### config.mk
export PLATFORM = sky130hd
export DESIGN_NAME = mpsm_ram
export DESIGN_NICKNAME = d
export VERILOG_FILES = /design/src/rtl/core/mpsm_ram.sv
export SDC_FILE = /design/constraint.sdc
export NUM_CORES = 1
export LEC_CHECK = 0
export ABC_AREA = 1
export BUFFER_PORTS_ARGS = -buffer_cell sky130_fd_sc_hd__buf_2
export CORE_ASPECT_RATIO = 1.4
export CORE_MARGIN = 5
export CORE_UTILIZATION = 44
export CTS_CLUSTER_DIAMETER = 200
export DETAILED_ROUTE_END_ITERATION = 10
export SLEW_MARGIN = 20
export SYNTH_ARGS = -nofsm -noshare
export SYNTH_HDL_FRONTEND = slang
export SYNTH_SLANG_ARGS = --single-unit
### constraint.sdc
create_clock -name i_clk -period 1.7 [get_ports i_clk]
set_input_delay 0.255 -clock i_clk [delete_from_list [all_inputs] [get_ports i_clk]]
set_output_delay 0.255 -clock i_clk [all_outputs]
set_load 0.005 [all_outputs]
### src/rtl/core/mpsm_ram.sv
// Generic single-port synchronous RAM with registered read.
module mpsm_ram #(
    parameter int Width = 8,
    parameter int Depth = 16
) (
    input  logic                     i_clk,
    input  logic                     i_we,
    input  logic [$clog2(Depth)-1:0] i_addr,
    input  logic [Width-1:0]         i_wdata,
    output logic [Width-1:0]         o_rdata
);
    logic [Width-1:0] r_mem [Depth];
    always_ff @(posedge i_clk) begin
        if (i_we) begin
            r_mem[i_addr] <= i_wdata;
        end
        o_rdata <= r_mem[i_addr];
    end
endmodule

==> impl_summary.log <==
[metrics] multiplexer fraction of the synthesized cell area: 0
[metrics] ratio of cells with drive above 1 in the final layout: 0.125
[metrics] end point of the worst hold path: r_mem[2][0]$_DFFE_PP_
[metrics] stages on the worst setup path: 1
[metrics] highest-delay cell along the critical path: sky130_fd_sc_hd__dfxtp_1
[metrics] post-synth net total: 562
[metrics] Synth Area in Simple Gates: 0.248
[metrics] top-area cell type share of the netlist area: 0.687
[metrics] die outline area: 0.0151 sq mm
[metrics] layer with the highest usage after global routing: met2
[metrics] detailed placer's ending HPWL: 8.33 mm
[metrics] global-route track usage on met2: 0.331
[metrics] Yosys cell types: 11
[metrics] path category of the worst min-delay check: input port to flop
[metrics] routed wire length: 13.1 mm
[metrics] signed area change from the synthesized netlist to the final layout: 18.0%
[metrics] power per standard cell area: 1210 mW/mm^2
[metrics] adder and majority cell fraction of the synthesized area: 0
[metrics] EDFF count, synth: 128
[metrics] wire length of the first global-routing pass: 20.7 mm
[metrics] final weighted congestion in routability-driven placement: 0.867
[metrics] via density per instance: 4.94
[metrics] total number of vias: 3,733
[metrics] met3 capacity usage during global routing: 0.0422
[metrics] remaining global-route overflow: 0
[metrics] CTS H-Tree Depth: 4
[metrics] violation count after the first detailed-route iteration: 269
[metrics] total setup violations reported at the end of the flow: 0
[metrics] post-synthesis average cell area: 10.2 sq um
[metrics] Final nets: 607
[metrics] Setup Skew: 0.00775 ns
[metrics] static leakage power: 0.00286 uW
[metrics] max-cap violation count: 0
[metrics] Inserted Clock Buffers: 17
[metrics] crit path max fanout: 1
[metrics] CP Capture Type: output pin
[metrics] Seq cells post-synth: 136
[metrics] most frequently used cell type in the post-synthesis netlist: sky130_fd_sc_hd__nand2_1
[metrics] commonest cells in the synthesized netlist: sky130_fd_sc_hd__nand2_1, sky130_fd_sc_hd__edfxtp_1, sky130_fd_sc_hd__inv_1, sky130_fd_sc_hd__nor2_1, sky130_fd_sc_hd__buf_2
[metrics] cell area after layout: 0.00660 sq mm
[metrics] post-CTS repair timing setup buffer count: 0
[metrics] R2R Setup Slk: 0.72 ns
[metrics] setup TNS: 0 ns
[metrics] number of buffer and inverter instances along the worst setup path: 1
[metrics] clock period minus worst slack: 1.13 ns
[metrics] Final Slew Violations: 0
[metrics] peak per-stage delay on the critical path: 0.34 ns
[metrics] arrival time at the worst endpoint: 0.88 ns
[metrics] IO buf count: 21
[metrics] number of clock sinks seen by CTS: 136
[metrics] Final Hold Violating Endpoints: 0
[metrics] number of hold-repair buffers added at the cts stage: 0
[metrics] # diodes: 0
[metrics] origin of the worst min-delay path: i_wdata[0]
[metrics] post-CTS resize count: 0
[metrics] worst hold slack: 0.279 ns
[metrics] depth of the most critical reg-to-reg path: 8
[metrics] combinational family with the most area after synthesis: simple AND/OR/NAND/NOR gates
[metrics] clock root cell: sky130_fd_sc_hd__clkbuf_16
[metrics] clock latency of the later-clocked register in the worst-skew pair: 0.41 ns
[metrics] post-detailed-route wirelength per cell: 17.4 microns
[metrics] placed inst area: 0.00599 sq mm
[metrics] antenna violations before repair: 0
[metrics] height of the die: 143 microns
[metrics] Tot Pwr: 7990 uW
[metrics] share of synthesized area occupied by flip-flops and latches: 0.716
[metrics] Cells after Synth: 548
[metrics] worst slew margin relative to its limit: 0.727
[metrics] Clock Tree Buf Depth: 2
[metrics] share of flip-flops with an asynchronous set or reset: 0
[metrics] TritonCTS clock tree: built
[metrics] post-synthesis compound-gate area fraction: 0
[metrics] Clock transition at path regs: 0.06 ns
[metrics] setup repair after global routing missed its margin: false
[metrics] netlist area before placement: 0.00559 sq mm
[metrics] met1 demand-to-capacity share in global routing: 0.222
[metrics] vias in the first global route: 3,813
[metrics] Worst Path Class, Setup: flop to output pin
[metrics] post-synthesis cell type with the largest combined area: sky130_fd_sc_hd__edfxtp_1
[metrics] Max VDD drop: 0.776 mV
[metrics] global-route usage over all layers: 0.187
[metrics] remaining antenna violation count after routing: 0
[metrics] sequence of cells on the critical path: buf_2
[metrics] share of the synthesized netlist area taken by xor and xnor gates: 0
[metrics] number of placed I/O pins: 22
[metrics] required time at the worst-slack endpoint: 1.44 ns
[metrics] Worst R2R Start: r_mem[0][5]$_DFFE_PP_
[metrics] post-detailed-route DRC marker count: 0
[metrics] f_max: 884 MHz
[metrics] effective utilization at floorplan: 0.450
[metrics] maximum number of pins on one net before global-route repair: 49
[metrics] endpoint of the most critical register-to-register path: o_rdata[5]$_DFF_P_
[metrics] number of inserted filler cells in the final layout: 1,102
[metrics] iteration count of the initial detailed-routing pass: 6
[metrics] result of the run: completed
[metrics] startpoint class of the critical path: flop
[metrics] Synth warnings: 0
[metrics] final worst path period share: 0.665
[metrics] top cells by area, synth: sky130_fd_sc_hd__edfxtp_1, sky130_fd_sc_hd__nand2_1, sky130_fd_sc_hd__dfxtp_1
[metrics] site row count: 48
[metrics] core outline area: 0.0124 sq mm
[metrics] Core Util, Final: 0.531
[metrics] slew at the pin with the worst max-slew slack: 0.409 ns
[metrics] number of cells on the worst hold path: 1
[metrics] Die Span X: 105 microns
[metrics] leading register cell type out of synthesis: sky130_fd_sc_hd__edfxtp_1
[metrics] kind of cell with the highest combined delay on the critical path: flip-flops
[stage by stage]
stage | setup slack [ns] | std cells
after CTS | 0.536 | 756
after floorplan | 0.0678 | 548
after global routing | 0.489 | 756
after detailed placement | 0.213 | 724
final | 0.569 | 756
after global placement | 0.213 | 724
[layout make-up]
class / instances / area (sq um) / share of cell area
Tap cell: 150 / 188 / 0.0284
Timing Repair Buffer: 47 / 325 / 0.0493
Inverter: 23 / 86.3 / 0.0131
Clock inverter: 15 / 184 / 0.0279
Clock buffer: 17 / 425 / 0.0645
Multi-Input combinational cell: 368 / 1390 / 0.210
Sequential cell: 136 / 4000 / 0.607
[cells in the final DEF, fill, tap and decap left out]
master                         n
sky130_fd_sc_hd__nand3_1       4
sky130_fd_sc_hd__clkinv_2      2
sky130_fd_sc_hd__buf_12        2
sky130_fd_sc_hd__nand2_1     346
sky130_fd_sc_hd__inv_2         1
sky130_fd_sc_hd__clkinv_4      1
sky130_fd_sc_hd__nor2_1       18
sky130_fd_sc_hd__bufinv_16     4
sky130_fd_sc_hd__clkinvlp_4    4
sky130_fd_sc_hd__buf_2        21
sky130_fd_sc_hd__dfxtp_1       8
sky130_fd_sc_hd__edfxtp_1    128
sky130_fd_sc_hd__clkinv_1      5
sky130_fd_sc_hd__clkbuf_16    17
sky130_fd_sc_hd__buf_4        24
sky130_fd_sc_hd__inv_1        21
[cell families (layout without fill, tap and decap cells)]
| family | Yosys count | after routing |
|---|---|---|
| AND/OR/NAND/NOR | 368 | 368 |
| buffers and inverters | 44 | 102 |
| flip-flops | 136 | 136 |
[metal layers]
layer / wire [microns] / up-vias
met5: 0 / -
met4: 225 / 0
li1: - / 1844
met2: 6870 / 115
met3: 814 / 14
met1: 5210 / 1760
[state kept, by name, indices dropped and copies added (netlist names)]
signal,cells
r_mem,128
o_rdata,8
[worst reg2reg max path, delay by kind of cell (launching register included)]
family	cells	cell delay, ns
AND/OR/NAND/NOR	7	0.45
flip-flops	1	0.35
buffers and inverters	1	0.07
[how the worst max path moves through the flow]
stage	start	endpoint	slack [ns]
after floorplan	i_addr[1]	r_mem[3][0]$_DFFE_PP_	0.07
final	o_rdata[0]$_DFF_P_	o_rdata[0]	0.57
after global routing	i_addr[1]	o_rdata[1]$_DFF_P_	0.49
after CTS	o_rdata[3]$_DFF_P_	o_rdata[3]	0.54
after global placement	i_addr[1]	o_rdata[0]$_DFF_P_	0.21
after detailed placement	i_addr[0]	r_mem[0][2]$_DFFE_PP_	0.21
[report_power, final]
part / switching, uW / total, uW / internal (uW) / leakage (uW)
sequential: 24.6 / 3770 / 3750 / 0.00122
clock: 1330 / 3760 / 2420 / 0.000285
combinational: 327 / 463 / 136 / 0.00135
total: 1680 / 7990 / 6310 / 0.00286
Note: power is estimated with default switching activity, not from simulation.
